$ cat config.mk
export PLATFORM = sky130hd
export DESIGN_NAME = morse_letter_keyer_top
export DESIGN_NICKNAME = d
export VERILOG_FILES = /design/src/hdl/mlk_pkg.sv /design/src/hdl/mlk_step.sv /design/src/hdl/morse_letter_keyer_top.sv
export SDC_FILE = /design/constraint.sdc
export NUM_CORES = 1
export LEC_CHECK = 0
export BUFFER_PORTS_ARGS = -buffer_cell sky130_fd_sc_hd__buf_2
export CAP_MARGIN = 20
export CORE_MARGIN = 4
export CORE_UTILIZATION = 40
export CTS_CLUSTER_SIZE = 16
export DETAILED_ROUTE_END_ITERATION = 8
export SLEW_MARGIN = 20
export SYNTH_ARGS = -nofsm -noshare
export SYNTH_HDL_FRONTEND = slang
export SYNTH_SLANG_ARGS = --single-unit
$ cat constraint.sdc
create_clock -name aclk -period 3.3 [get_ports aclk]
set_input_delay 0.33 -clock aclk [delete_from_list [all_inputs] [get_ports aclk]]
set_output_delay 0.33 -clock aclk [all_outputs]
set_load 0.1 [all_outputs]
$ cat src/hdl/mlk_pkg.sv
package mlk_pkg;

    localparam int UNIT_TICKS_W = 16;
    localparam logic [UNIT_TICKS_W-1:0] UNIT_TICKS_RESET = 16'd200;
    localparam logic [1:0] GAP_UNITS = 2'd3;
    localparam int NUM_LETTERS = 26;
    localparam logic [7:0] CHAR_UPPER_A = 8'h41;
    localparam logic [7:0] CHAR_UPPER_Z = 8'h5A;
    localparam logic [7:0] CHAR_LOWER_A = 8'h61;
    localparam logic [7:0] CHAR_LOWER_Z = 8'h7A;

    typedef enum logic [1:0] {
        PH_IDLE  = 2'd0,
        PH_MARK  = 2'd1,
        PH_SPACE = 2'd2,
        PH_GAP   = 2'd3
    } phase_t;

    typedef enum logic [1:0] {
        ST_TICK    = 2'd0,
        ST_LETTER  = 2'd1,
        ST_IGNORED = 2'd2,
        ST_REJECT  = 2'd3
    } status_t;

    typedef enum logic {
        OP_TICK = 1'b0,
        OP_CHAR = 1'b1
    } op_t;

    typedef struct packed {
        phase_t                  phase;
        logic [4:0]              letter_index;
        logic [2:0]              symbol_position;
        logic [1:0]              units_left;
        logic [UNIT_TICKS_W-1:0] tick_count;
    } keyer_state_t;

    // symbol lengths in units, first symbol in the top bits, 0 ends the pattern
    localparam logic [7:0] MORSE_TABLE [NUM_LETTERS] = '{
        {2'd1, 2'd3, 2'd0, 2'd0}, {2'd3, 2'd1, 2'd1, 2'd1}, {2'd3, 2'd1, 2'd3, 2'd1},
        {2'd3, 2'd1, 2'd1, 2'd0}, {2'd1, 2'd0, 2'd0, 2'd0}, {2'd1, 2'd1, 2'd3, 2'd1},
        {2'd3, 2'd3, 2'd1, 2'd0}, {2'd1, 2'd1, 2'd1, 2'd1}, {2'd1, 2'd1, 2'd0, 2'd0},
        {2'd1, 2'd3, 2'd3, 2'd3}, {2'd3, 2'd1, 2'd3, 2'd0}, {2'd1, 2'd3, 2'd1, 2'd1},
        {2'd3, 2'd3, 2'd0, 2'd0}, {2'd3, 2'd1, 2'd0, 2'd0}, {2'd3, 2'd3, 2'd3, 2'd0},
        {2'd1, 2'd3, 2'd3, 2'd1}, {2'd3, 2'd3, 2'd1, 2'd3}, {2'd1, 2'd3, 2'd1, 2'd0},
        {2'd1, 2'd1, 2'd1, 2'd0}, {2'd3, 2'd0, 2'd0, 2'd0}, {2'd1, 2'd1, 2'd3, 2'd0},
        {2'd1, 2'd1, 2'd1, 2'd3}, {2'd1, 2'd3, 2'd3, 2'd0}, {2'd3, 2'd1, 2'd1, 2'd3},
        {2'd3, 2'd1, 2'd3, 2'd3}, {2'd3, 2'd3, 2'd1, 2'd1}
    };

    function automatic logic [1:0] morse_len(input logic [4:0] idx, input logic [1:0] pos);
        logic [7:0] row;
        logic [1:0] len;
        row = (idx < 5'(NUM_LETTERS)) ? MORSE_TABLE[idx] : 8'd0;
        case (pos)
            2'd0: len = row[7:6];
            2'd1: len = row[5:4];
            2'd2: len = row[3:2];
            2'd3: len = row[1:0];
            default: len = 2'd0;
        endcase
        return len;
    endfunction

endpackage

$ cat src/hdl/mlk_step.sv
module mlk_step (
    input  mlk_pkg::keyer_state_t           cur,
    input  logic                            op,
    input  logic [7:0]                      ch,
    input  logic [mlk_pkg::UNIT_TICKS_W-1:0] unit_ticks,
    output mlk_pkg::keyer_state_t           nxt,
    output mlk_pkg::status_t                status
);
    import mlk_pkg::*;

    logic [UNIT_TICKS_W-1:0] limit;
    logic [UNIT_TICKS_W-1:0] count;
    logic                    unit_done;
    logic [1:0]              units_dec;
    logic [2:0]              pos_inc;
    logic [1:0]              next_len;
    logic                    is_upper;
    logic                    is_lower;
    logic [4:0]              letter;

    assign limit     = (unit_ticks == '0) ? UNIT_TICKS_W'(1) : unit_ticks;
    assign count     = cur.tick_count + UNIT_TICKS_W'(1);
    assign unit_done = (count >= limit) || (count == '0);
    assign units_dec = cur.units_left - 2'd1;
    assign pos_inc   = cur.symbol_position + 3'd1;
    assign next_len  = pos_inc[2] ? 2'd0 : morse_len(cur.letter_index, pos_inc[1:0]);

    assign is_upper = ch inside {[CHAR_UPPER_A:CHAR_UPPER_Z]};
    assign is_lower = ch inside {[CHAR_LOWER_A:CHAR_LOWER_Z]};
    assign letter   = is_upper ? 5'(ch - CHAR_UPPER_A) : 5'(ch - CHAR_LOWER_A);

    always_comb begin
        nxt    = cur;
        status = ST_TICK;
        if (op == OP_TICK) begin
            if (cur.phase != PH_IDLE) begin
                if (unit_done) begin
                    nxt.tick_count = '0;
                    nxt.units_left = units_dec;
                    if (units_dec == 2'd0) begin
                        case (cur.phase)
                            PH_MARK: begin
                                nxt.phase      = PH_SPACE;
                                nxt.units_left = 2'd1;
                            end
                            PH_SPACE: begin
                                if (next_len != 2'd0) begin
                                    nxt.phase           = PH_MARK;
                                    nxt.symbol_position = pos_inc;
                                    nxt.units_left      = next_len;
                                end else begin
                                    nxt.phase      = PH_GAP;
                                    nxt.units_left = GAP_UNITS;
                                end
                            end
                            default: begin
                                nxt.phase           = PH_IDLE;
                                nxt.units_left      = 2'd0;
                                nxt.symbol_position = 3'd0;
                            end
                        endcase
                    end
                end else begin
                    nxt.tick_count = count;
                end
            end
        end else if (cur.phase != PH_IDLE) begin
            status = ST_REJECT;
        end else if (!is_upper && !is_lower) begin
            status = ST_IGNORED;
        end else begin
            nxt.letter_index    = letter;
            nxt.symbol_position = 3'd0;
            nxt.tick_count      = '0;
            nxt.phase           = PH_MARK;
            nxt.units_left      = morse_len(letter, 2'd0);
            status              = ST_LETTER;
        end
    end

endmodule

$ cat src/hdl/morse_letter_keyer_top.sv
// Morse letter keyer. Each input beat is a time tick (s_tuser 0) or a character
// (s_tuser 1, ASCII in s_tdata). A letter starts its Morse pattern: dot lit one
// unit, dash three, each followed by one dark unit, then three dark units after
// the letter; a character arriving while a letter plays is rejected. unit_ticks
// (cfg_wdata, written on cfg_we, reset 200, 0 acts as 1) sets ticks per unit; the
// user must write it only while idle (the block does not check). One beat is taken
// every clock; its result appears on the m_ side the cycle after acceptance, from
// one output register; s_tready drops only while it holds a result not yet taken.
module morse_letter_keyer_top (
    input  logic                             aclk,
    input  logic                             aresetn,
    input  logic                             cfg_we,
    input  logic [mlk_pkg::UNIT_TICKS_W-1:0] cfg_wdata,
    input  logic                             s_tvalid,
    output logic                             s_tready,
    input  logic [7:0]                       s_tdata,   // character
    input  logic                             s_tuser,   // operation
    output logic                             m_tvalid,
    input  logic                             m_tready,
    output logic [7:0]                       m_tdata,   // led, busy_res, zero pad
    output logic [1:0]                       m_tuser    // status
);
    import mlk_pkg::*;

    logic [UNIT_TICKS_W-1:0] unit_ticks_reg;
    keyer_state_t            state_reg;
    keyer_state_t            state_next;
    status_t                 status_next;
    logic                    m_tvalid_reg;
    logic                    led_reg;
    logic                    busy_reg;
    status_t                 status_reg;
    logic                    s_accept;

    assign s_tready = !m_tvalid_reg || m_tready;
    assign s_accept = s_tvalid && s_tready;

    mlk_step u_step (
        .cur        (state_reg),
        .op         (s_tuser),
        .ch         (s_tdata),
        .unit_ticks (unit_ticks_reg),
        .nxt        (state_next),
        .status     (status_next)
    );

    always_ff @(posedge aclk) begin
        if (!aresetn) begin
            unit_ticks_reg <= UNIT_TICKS_RESET;
        end else if (cfg_we) begin
            unit_ticks_reg <= cfg_wdata;
        end
    end

    always_ff @(posedge aclk) begin
        if (!aresetn) begin
            state_reg <= '{phase: PH_IDLE, letter_index: '0, symbol_position: '0,
                           units_left: '0, tick_count: '0};
        end else if (s_accept) begin
            state_reg <= state_next;
        end
    end

    always_ff @(posedge aclk) begin
        if (!aresetn) begin
            m_tvalid_reg <= 1'b0;
        end else if (s_tready) begin
            m_tvalid_reg <= s_tvalid;
        end
    end

    always_ff @(posedge aclk) begin
        if (s_accept) begin
            led_reg    <= (state_next.phase == PH_MARK);
            busy_reg   <= (state_next.phase != PH_IDLE);
            status_reg <= status_next;
        end
    end

    assign m_tvalid = m_tvalid_reg;
    assign m_tdata  = {6'd0, busy_reg, led_reg};
    assign m_tuser  = status_reg;

    // led only while a letter plays
    a_led_busy: assert property (@(posedge aclk) disable iff (!aresetn)
        m_tvalid |-> (!m_tdata[0] || m_tdata[1]))
        else $error("led lit while not busy");

    // a playing letter always has units pending
    a_units: assert property (@(posedge aclk) disable iff (!aresetn)
        (state_reg.phase != PH_IDLE) |-> (state_reg.units_left != 2'd0))
        else $error("active phase with no units left");

    // a character beat while busy comes back rejected
    a_reject: assert property (@(posedge aclk) disable iff (!aresetn)
        (s_accept && s_tuser && state_reg.phase != PH_IDLE)
            |=> (m_tuser == ST_REJECT && m_tdata[1]))
        else $error("busy character not rejected");

    // idle state holds its symbol position cleared
    a_idle_clear: assert property (@(posedge aclk) disable iff (!aresetn)
        (state_reg.phase == PH_IDLE) |-> (state_reg.symbol_position == 3'd0))
        else $error("idle with symbol position set");

endmodule

==> results.py, run 1 <==
metrics = {
    "clock_network": {
        "cts_tree": "done",
        "clkLatencyLatePin_ns": 0.30,
        "cts.sinks": 49,
        "cts_root_buffer": "clkbuf_8",
        "clkTransAtPathRegs_ns": 0.10,
        "cts_made_buffers": 5,
        "ctsHtreeMaxLevel": 2,
        "clock_path_buffers": 2,
    },
    "synthesis": {
        "synth_warnings": 0,
        "synth_edf_count": 4,
        "synth_area_mm2": 0.003799,
        "avgSynthCellArea_um2": 7.897,
        "yosysSeqAreaShare": 0.2688,
        "synth_ff_type": "dfxtp_1",
        "netlist_top_cells_count": "dfxtp_1, nand2_1, inv_1, nor2_1, ha_1",
        "synth_area_leaders": "dfxtp_1, ha_1, mux2i_1",
        "synth_cells": 481,
        "synth.lib_cells_used.distinct": 69,
        "yosys.area.top_type_share": 0.2372,
        "yosys_register_bits": 49,
        "async_flop_share": 0,
        "synth_top_cell_by_area": "dfxtp_1",
    },
    "final_layout": {
        "drive_above_1_share": 0.1996,
        "design_area_mm2": 0.004432,
        "area_delta_synth_final_pct": 16.67,
        "design.final.nets": 589,
        "num-fill-cells": 897,
        "largest_register_ffs": 28,
        "antenna_cells": 0,
        "final_core_util": 0.4796,
    },
    "worst_hold_path": {
        "hold_class": "in -> reg",
    },
    "detailed_routing": {
        "via_per_inst": 5.392,
        "dr.pass1.iters": 4,
        "drtIter0Drc": 181,
        "drc": 0,
        "wl_per_cell_um": 14.42,
        "dr_total_vias": 3532,
        "antenna_left": 0,
        "routed_wl_um": 9444,
    },
    "pwr": {
        "ir_drop_v": 0.0001533,
        "power_leakage_uw": 0.001909,
        "power_density_mw_per_mm2": 293.8,
    },
    "placed_design": {
        "gp_congestion": 0.8790,
        "io_buffers": 35,
        "dpl.hpwl_um": 6978,
        "place_area_mm2": 0.004214,
    },
    "floorplanning": {
        "die_x_um": 105.5,
        "chipHeight_um": 105.5,
        "core_mm2": 0.009240,
        "io_pins": 42,
        "floorplan.initialDensity": 0.4111,
        "fp-row-count": 35,
        "die_area_mm2": 0.01112,
    },
    "critical_path": {
        "startpoint_type": "register",
        "crit_top_cell": "and4_1",
        "critPathMaxFanout": 5,
        "max_stage_delay_ns": 0.39,
        "end_kind": "register",
        "path_cells": "ha_4 -> and4_1 -> and3_4 -> and4_1 -> xor2_1 -> ha_1 -> a21o_1 -> a21oi_2 -> o22ai_1 -> a211o_1 -> a31oi_4 -> nand3b_4 -> mux2_4 -> a211oi_2",
        "slowest_stage": "dfxtp_4",
        "critical_path_class": "reg -> reg",
        "critPathRequiredTime_ns": 3.52,
        "cp.arrival_ns": 3.42,
    },
    "run_status": {
        "status": "finished clean",
    },
    "timing": {
        "finalHoldViolCount": 0,
        "fin_skew_ns": 0.008887,
        "setup_tns_ns": 0,
        "period_minus_slack_ns": 3.200,
        "rsz0062_at_grt": "yes",
        "fmax_ghz": 0.3125,
        "worst-slew-pin-transition_ns": 0.9936,
        "fin_hold_ws_ns": 0.2359,
        "maxSlewViolCount": 0,
        "relSlewSlack": 0.3369,
        "setup_viol": 0,
        "post-route-period-util": 0.9698,
    },
    "global_routing": {
        "grt_max_degree": 30,
        "grt_pass1_vias": 3162,
        "antenna_found_initial": 0,
        "overflow": 0,
        "grtUsageTotal": 0.1643,
        "grt_first_pass_wirelength_um": 15280,
    },
    "job": {
        "drv_cap": 0,
    },
}
## repair_timing
item | in CTS | in global routing
endpoints found under the setup margin | 4 | 23
hold buffers | 0 | 0
setup buffers | 0 | 2
pin swaps | 0 | 14
gates resized for setup | 2 | 17
## placed cells by master (no fill, tap or decap), types with 4 or more instances in the layout
| cell type | instances |
|---|---|
| a211oi_1 | 6 |
| a21oi_1 | 27 |
| a31oi_1 | 7 |
| and3_1 | 4 |
| buf_2 | 35 |
| buf_4 | 31 |
| clkbuf_8 | 6 |
| conb_1 | 6 |
| dfxtp_1 | 42 |
| edfxtp_1 | 4 |
| ha_1 | 33 |
| inv_1 | 41 |
| mux2i_1 | 21 |
| nand2_1 | 45 |
| nand2b_1 | 9 |
| nand3_1 | 22 |
| nand3b_1 | 5 |
| nand4_1 | 6 |
| nor2_1 | 36 |
| nor3_1 | 13 |
| nor4_1 | 4 |
| o211ai_1 | 6 |
| o21ai_0 | 8 |
| o21ai_1 | 4 |
| o22ai_1 | 7 |
| o31ai_1 | 4 |
| xnor2_1 | 12 |
| xor2_1 | 7 |
## worst paths after layout
check | from | endpoint | slack, ns | depth (start not counted)
worst max-delay path | state_reg[0]$_SDFFE_PN0P_ | state_reg[26]$_SDFFE_PN0P_ | 0.1 | 14
worst min register to register | state_reg[20]$_SDFFE_PN0P_ | state_reg[20]$_SDFFE_PN0P_ | 0.45 | 2
worst max register to register | state_reg[0]$_SDFFE_PN0P_ | state_reg[26]$_SDFFE_PN0P_ | 0.1 | 14
worst min-delay path | cfg_wdata[3] | unit_ticks_reg[3]$_SDFFE_PN1P_ | 0.24 | 3
## layout make-up
class	instances	area, um^2	area share
Clock buffer	7	107.6	0.02428
Clock inverter	1	6.256	0.001412
Inverter	42	157.7	0.03557
Multi-Input combinational cell	360	2550	0.5754
Sequential cell	49	1030	0.2324
Tap cell	129	161.4	0.03642
Timing Repair Buffer	67	419.2	0.09458
## metal layers
layer	global-route usage	share of wire
met5	0	0
met3	0.02511	0.044
met4	0.03187	0.0067
met2	0.2673	0.47
met1	0.2311	0.48
## cell families (layout without fill, tap and decap cells)
kind of cell / Yosys count / after routing / share of synthesized area
AND/OR/NAND/NOR: 172 / 172 / 0.2316
AO/OA/AOI/OAI: 105 / 105 / 0.1871
other: 1 / 6 / 0.0009872
buffers and inverters: 77 / 117 / 0.09190
flip-flops: 49 / 49 / 0.2688
multiplexers: 22 / 22 / 0.05929
adder cells (fa/ha/maj): 34 / 34 / 0.1120
XOR/XNOR: 21 / 21 / 0.04842
## stage by stage
stage	power, uW	setup WS (ns)	cells
floorplan	833.1	0.0001508	486
global placement	880.9	0.05373	645
detailed placement	886.5	-0.01706	645
CTS	1315	0.009977	653
global route	1369	-0.03346	655
finish	1302	0.09963	655
## worst max-delay path, delay by kind of cell, from the launching register on
family | cells | cell delay (ns)
compound gates | 6 | 1.04
simple gates | 4 | 0.78
fa+ha+maj | 2 | 0.40
flops | 1 | 0.39
mux | 1 | 0.31
xor+xnor | 1 | 0.20
## where the power goes
part,internal [uW],switching [uW],leakage (uW)
Sequential,617,16.8,0.000409
Clock,217,211,0.0000599
Combinational,75.6,165,0.00144
Power figures use the tool's default switching activity.
==> inputs of run 2 (changes only) <==
==> constraint.sdc (replaced) <==
create_clock -name aclk -period 3.8 [get_ports aclk]
set_input_delay 0.38 -clock aclk [delete_from_list [all_inputs] [get_ports aclk]]
set_output_delay 0.38 -clock aclk [all_outputs]
set_load 0.1 [all_outputs]
==> run 2 against run 1 <==
- critical path depth grew 1
- combinational power decreased by 16%
- clock power down 25%
- utilization shrank 3.1 points
- total power shrank 17%
- critical endpoint is now state_reg[16]$_SDFFE_PN0P_
==> results.py, run 2 (synthesis results as in run 1) <==
metrics = {
    "global_routing": {
        "grt_pass1_vias": 3228,
        "overflow": 0,
        "antenna_found_initial": 0,
        "grt_first_pass_wirelength_um": 14750,
        "grtUsageTotal": 0.1563,
        "grt_max_degree": 25,
    },
    "clock_network": {
        "clkTransAtPathRegs_ns": 0.09,
        "ctsHtreeMaxLevel": 2,
        "cts_tree": "done",
        "cts_made_buffers": 5,
        "clkLatencyLatePin_ns": 0.30,
        "cts.sinks": 49,
        "clock_path_buffers": 2,
        "cts_root_buffer": "clkbuf_8",
    },
    "timing": {
        "period_minus_slack_ns": 3.547,
        "fmax_ghz": 0.2819,
        "fin_hold_ws_ns": 0.2954,
        "post-route-period-util": 0.9334,
        "setup_viol": 0,
        "worst-slew-pin-transition_ns": 0.8253,
        "finalHoldViolCount": 0,
        "maxSlewViolCount": 0,
        "fin_skew_ns": 0.009781,
        "relSlewSlack": 0.4492,
    },
    "detailed_routing": {
        "drtIter0Drc": 152,
        "via_per_inst": 5.340,
        "drc": 0,
        "wl_per_cell_um": 13.84,
        "dr_total_vias": 3375,
        "antenna_left": 0,
        "dr.pass1.iters": 4,
        "dr_wl_met3_um": 456,
        "wl_met2_um": 4308,
        "routed.top_layer": "met4",
        "wl_met1_um": 3873,
        "routed_wl_um": 8744,
    },
    "final_layout": {
        "regArea_mm2": 0.001022,
        "multi_input_area_mm2": 0.002469,
        "layout_common_cells": "nand2_1, dfxtp_1, inv_1",
        "drive_above_1_share": 0.1312,
        "final_common_cell": "nand2_1",
        "largest_register_ffs": 28,
        "antenna_cells": 0,
        "num-fill-cells": 940,
        "area_delta_synth_final_pct": 9.058,
        "design.final.nets": 566,
    },
    "critical_path": {
        "startpoint_type": "register",
        "cp.arrival_ns": 3.75,
        "critPathRequiredTime_ns": 4.00,
        "end_kind": "register",
        "critPathMaxFanout": 18,
        "critical_path_class": "reg -> reg",
    },
    "worst_hold_path": {
        "hold_class": "in -> reg",
    },
    "pwr": {
        "power_density_mw_per_mm2": 259.5,
        "total_power_uw": 1075,
        "ir_drop_v": 0.0001565,
        "power_leakage_uw": 0.001762,
    },
    "floorplanning": {
        "chipHeight_um": 105.5,
        "die_x_um": 105.5,
        "core_mm2": 0.009240,
        "floorplan.initialDensity": 0.4111,
        "io_pins": 42,
        "die_area_mm2": 0.01112,
        "fp-row-count": 35,
    },
    "placed_design": {
        "io_buffers": 35,
        "dpl.hpwl_um": 6624,
        "gp_congestion": 0.8602,
    },
    "run_status": {
        "status": "finished clean",
    },
    "job": {
        "drv_cap": 0,
    },
}
## run 2: worst paths after layout
kind | startpoint | endpoint | slack, ns | depth (start not counted)
max | state_reg[1]$_SDFFE_PN0P_ | state_reg[16]$_SDFFE_PN0P_ | 0.25 | 15
min reg2reg | state_reg[20]$_SDFFE_PN0P_ | state_reg[20]$_SDFFE_PN0P_ | 0.46 | 2
max reg2reg | state_reg[1]$_SDFFE_PN0P_ | state_reg[16]$_SDFFE_PN0P_ | 0.25 | 15
min | cfg_wdata[6] | unit_ticks_reg[6]$_SDFFE_PN1P_ | 0.30 | 3
## run 2: what timing repair did
action	CTS	global route
setup buffers	0	0
hold buffers	0	0
endpoints found under the setup margin	0	12
gates resized for setup	0	5
## run 2: area by class of cell
| cell class | count | share of cell area |
|---|---|---|
| multi-input cells | 360 | 0.5959 |
| flip-flops and latches | 49 | 0.2468 |
| repair buffers | 44 | 0.05859 |
| well taps | 129 | 0.03896 |
| inverters | 42 | 0.03805 |
| clock buffers | 8 | 0.02175 |
## run 2: critical path, stage by stage (launching register included)
cell and delay (ns):
dfxtp_1 0.43, ha_1 0.20, and4_1 0.21, and3_1 0.24, and4_1 0.23, xor2_1 0.20, ha_1 0.28, a21o_1 0.18
a21oi_1 0.14, o22ai_1 0.09, a211o_1 0.31, a31oi_2 0.25, and2_1 0.17, buf_4 0.23, nor2_1 0.06, a311oi_1 0.22
## run 2: power by group
group | switching [uW] | leakage, uW | internal (uW) | total, uW
registers | 14.5 | 0.000407 | 537 | 551
clock network | 172 | 0.0000455 | 149 | 321
logic | 140 | 0.00131 | 62.5 | 203
total | 327 | 0.00176 | 748 | 1080
## run 2: per-layer routing
metal,track usage,up-vias
li1,-,1738
met1,0.1929,1555
met2,0.2791,73
met3,0.02878,9
met4,0.03843,0
met5,0,-
## run 2: stage by stage
| stage | TNS (ns) | setup WS [ns] | util | cell area, um^2 | std cells |
|---|---|---|---|---|---|
| after global routing | -0.005870 | -0.005870 | 0.4483 | 4143 | 632 |
| after CTS | 0 | 0.1011 | 0.4459 | 4120 | 632 |
| after floorplan | 0 | 0.2892 | - | 3817 | 486 |
| after global placement | 0 | 0.2493 | 0.4362 | 4030 | 624 |
| after detailed placement | 0 | 0.1242 | 0.4362 | 4030 | 624 |
| final | 0 | 0.2532 | 0.4483 | 4143 | 632 |
==> inputs of run 3 (changes only) <==
--- a/config.mk
+++ b/config.mk
@@ -14,4 +14,6 @@
 export SLEW_MARGIN = 20
 export SYNTH_ARGS = -nofsm -noshare
 export SYNTH_HDL_FRONTEND = slang
+export SYNTH_HIERARCHICAL = 1
 export SYNTH_SLANG_ARGS = --single-unit
+export TNS_END_PERCENT = 1
==> run 3 against run 2 <==
- worst setup slack worse by 0.17 ns
- synthesized cell count is 16% higher
- clock skew is 0.0040 ns lower
- sequential power hardly changed
- sequential share of layout area is 3.7 points lower
- critical path depth is 2 higher
- total power is 13% higher
- clock power is 37% higher
- wire length is 15% higher
- global-route usage hardly changed
- synthesized area is 14% higher
==> results.py, run 3 <==
metrics = {
    "run_status": {
        "status": "finished clean",
    },
    "global_routing": {
        "grt_pass1_vias": 3573,
        "grt_max_degree": 53,
        "grtUsageTotal": 0.1559,
        "grt_first_pass_wirelength_um": 16950,
        "overflow": 0,
        "antenna_found_initial": 0,
    },
    "floorplanning": {
        "die_area_mm2": 0.01260,
        "core_mm2": 0.01046,
        "io_pins": 42,
        "floorplan.initialDensity": 0.4153,
        "chipHeight_um": 112.2,
        "die_x_um": 112.2,
        "fp-row-count": 37,
    },
    "clock_network": {
        "clkTransAtPathRegs_ns": 0.10,
        "clkLatencyLatePin_ns": 0.31,
        "ctsHtreeMaxLevel": 2,
        "clock_path_buffers": 2,
        "post_cts_buffers": 0,
        "cts_made_buffers": 5,
        "cts_root_buffer": "clkbuf_8",
        "cts.sinks": 49,
        "cts_tree": "done",
    },
    "critical_path": {
        "reg2reg_from": "state_reg[0]$_SDFFE_PN0P_",
        "critical_path_class": "reg -> reg",
        "critPathMaxFanout": 5,
        "worstSetupStartpoint": "state_reg[0]$_SDFFE_PN0P_",
        "path_cells": "ha_4 -> nand4_4 -> nor3_4 -> nor2b_1 -> or2_2 -> ha_1 -> a21o_1 -> a211o_1 -> a211o_1 -> a41oi_2 -> o41ai_2 -> or2_1 -> buf_4 -> o2111a_1 -> o311ai_2 -> nand2_1 -> mux2i_1",
        "cp_num_cells": 17,
        "r2r-end": "state_reg[18]$_SDFFE_PN0P_",
        "cp-endpoint": "state_reg[18]$_SDFFE_PN0P_",
        "critPathTopFamily": "compound AO/OA/AOI/OAI gates",
        "r2r_cells": 17,
        "end_kind": "register",
        "max_stage_delay_ns": 0.36,
        "slowest_stage": "dfxtp_2",
        "cp.arrival_ns": 3.96,
        "critPathRequiredTime_ns": 4.04,
        "crit_top_cell": "a211o_1",
        "r2r_slack_ns": 0.08,
        "startpoint_type": "register",
        "critPathBufInv": 1,
    },
    "synthesis": {
        "synth_top_cell_by_area": "dfxtp_1",
        "yosysMostFrequentCell": "nand2_1",
        "netlist_top_cells_count": "nand2_1, dfxtp_1, mux2i_1, inv_1, ha_1",
        "synth_ff_type": "dfxtp_1",
        "synth_cells": 560,
        "synth_area_mm2": 0.004345,
        "synth_area_leaders": "dfxtp_1, ha_1, mux2i_1",
        "async_flop_share": 0,
        "avgSynthCellArea_um2": 7.760,
        "synth_warnings": 6,
        "yosys_register_bits": 49,
        "synth_edf_count": 4,
        "synth.lib_cells_used.distinct": 70,
        "yosysSeqAreaShare": 0.2350,
        "yosys.area.top_type_share": 0.2073,
    },
    "timing": {
        "relSlewSlack": 0.4525,
        "setup_viol": 0,
        "fmax_ghz": 0.2691,
        "finalHoldViolCount": 0,
        "setup_tns_ns": 0,
        "maxSlewViolCount": 0,
        "worst-slew-pin-transition_ns": 0.8212,
        "period_minus_slack_ns": 3.716,
        "rsz0062_at_grt": "yes",
        "fin_skew_ns": 0.005780,
        "post-route-period-util": 0.9780,
    },
    "final_layout": {
        "area_delta_synth_final_pct": 12.55,
        "fin_cells": 729,
        "largest_register_ffs": 28,
        "final_common_cell": "nand2_1",
        "design.final.nets": 658,
        "antenna_cells": 0,
        "layout_common_cells": "nand2_1, mux2i_1, inv_1",
        "drive_above_1_share": 0.1737,
        "num-fill-cells": 1055,
    },
    "detailed_routing": {
        "antenna_left": 0,
        "dr_total_vias": 3837,
        "routed_wl_um": 10030,
        "drtIter0Drc": 230,
        "dr.pass1.iters": 4,
        "drc": 0,
        "via_per_inst": 5.263,
        "wl_per_cell_um": 13.76,
    },
    "pwr": {
        "ir_drop_v": 0.0001641,
        "power_leakage_uw": 0.002126,
        "power_density_mw_per_mm2": 249.4,
    },
    "job": {
        "drv_cap": 0,
    },
    "placed_design": {
        "dpl.hpwl_um": 7337,
        "dp_cells": 721,
        "gp_congestion": 0.9048,
        "io_buffers": 35,
    },
    "worst_hold_path": {
        "hold_class": "in -> reg",
    },
}
run 3: cell count changes in the layout (fill, tap and decap cells not counted), moves of 5 or more:
cell	change
nand2_1	+59
mux2i_1	+24
nor2b_1	+22
o21ai_0	+18
nand3_1	-16
a21oi_1	-14
buf_4	+14
nor2_1	-12
nor3_1	-6
a22o_1	+5
and3_1	-5
nand3b_1	-5
or2_2	+5
xor2_1	-5
run 3: repair_timing:
item	CTS	global route
gates resized for setup	3	14
setup endpoints to repair	5	20
pin swaps	0	2
hold buffers	0	0
run 3: cell type report:
type | count | area (um^2) | area share
multi-input cells | 435 | 3052 | 0.6239
repair buffers | 58 | 347.8 | 0.07112
clock buffers | 6 | 93.84 | 0.01919
clock inverters | 2 | 38.79 | 0.007930
inverters | 43 | 161.4 | 0.03300
flip-flops and latches | 49 | 1027 | 0.2100
well taps | 136 | 170.2 | 0.03479
run 3: cell families after synthesis:
group,Yosys count,share of synthesized area
fa+ha+maj,36,0.1037
other cells,1,0.0008630
mux,46,0.1062
compound gates,108,0.1754
simple gates,225,0.2635
buf+inv,81,0.08724
xor+xnor,14,0.02822
flops,49,0.2350
run 3: stage by stage:
stage               instance area, um^2    util  hold WS, ns  power (uW)  worst slack [ns]
global route                       4891  0.4675       0.2764        1289           -0.1169
global placement                   4686  0.4479       0.4637       786.3           0.05662
CTS                                4832  0.4619       0.2690        1235          0.007304
detailed placement                 4686  0.4479       0.4783       790.4          -0.02491
finish                             4891  0.4675       0.2806        1220           0.08351
floorplan                          4385       -       0.4314       748.6           0.02122
run 3: worst reg2reg max path, stage by stage, from the launching register on:
cell and delay (ns):
dfxtp_2 0.36, ha_4 0.17, nand4_4 0.12, nor3_4 0.19, nor2b_1 0.07, or2_2 0.29, ha_1 0.31, a21o_1 0.19
a211o_1 0.30, a211o_1 0.28, a41oi_2 0.18, o41ai_2 0.13, or2_1 0.28, buf_4 0.16, o2111a_1 0.16, o311ai_2 0.21
nand2_1 0.07, mux2i_1 0.16
run 3: how the worst min path moves through the flow:
stage	slack, ns	depth (start not counted)	startpoint	endpoint
floorplan	0.43	2	state_reg[10]$_SDFFE_PN0P_	state_reg[10]$_SDFFE_PN0P_
global placement	0.46	2	state_reg[17]$_SDFFE_PN0P_	state_reg[17]$_SDFFE_PN0P_
detailed placement	0.48	2	state_reg[26]$_SDFFE_PN0P_	state_reg[26]$_SDFFE_PN0P_
CTS	0.27	3	cfg_wdata[6]	unit_ticks_reg[6]$_SDFFE_PN1P_
global route	0.28	3	cfg_wdata[6]	unit_ticks_reg[6]$_SDFFE_PN1P_
finish	0.28	3	cfg_wdata[6]	unit_ticks_reg[6]$_SDFFE_PN1P_
run 3: routing by layer:
metal	GRT usage	routed length, um	vias to the layer above
met4	0.03125	95	0
met1	0.2323	5188	1736
li1	-	-	2005
met5	0	0	-
met3	0.02426	470	8
met2	0.2384	4275	88
run 3: power breakdown:
group,internal [uW],leakage (uW),switching [uW]
clock,239,0.0000669,200
combinational,75.7,0.00165,154
sequential,537,0.000409,13.8
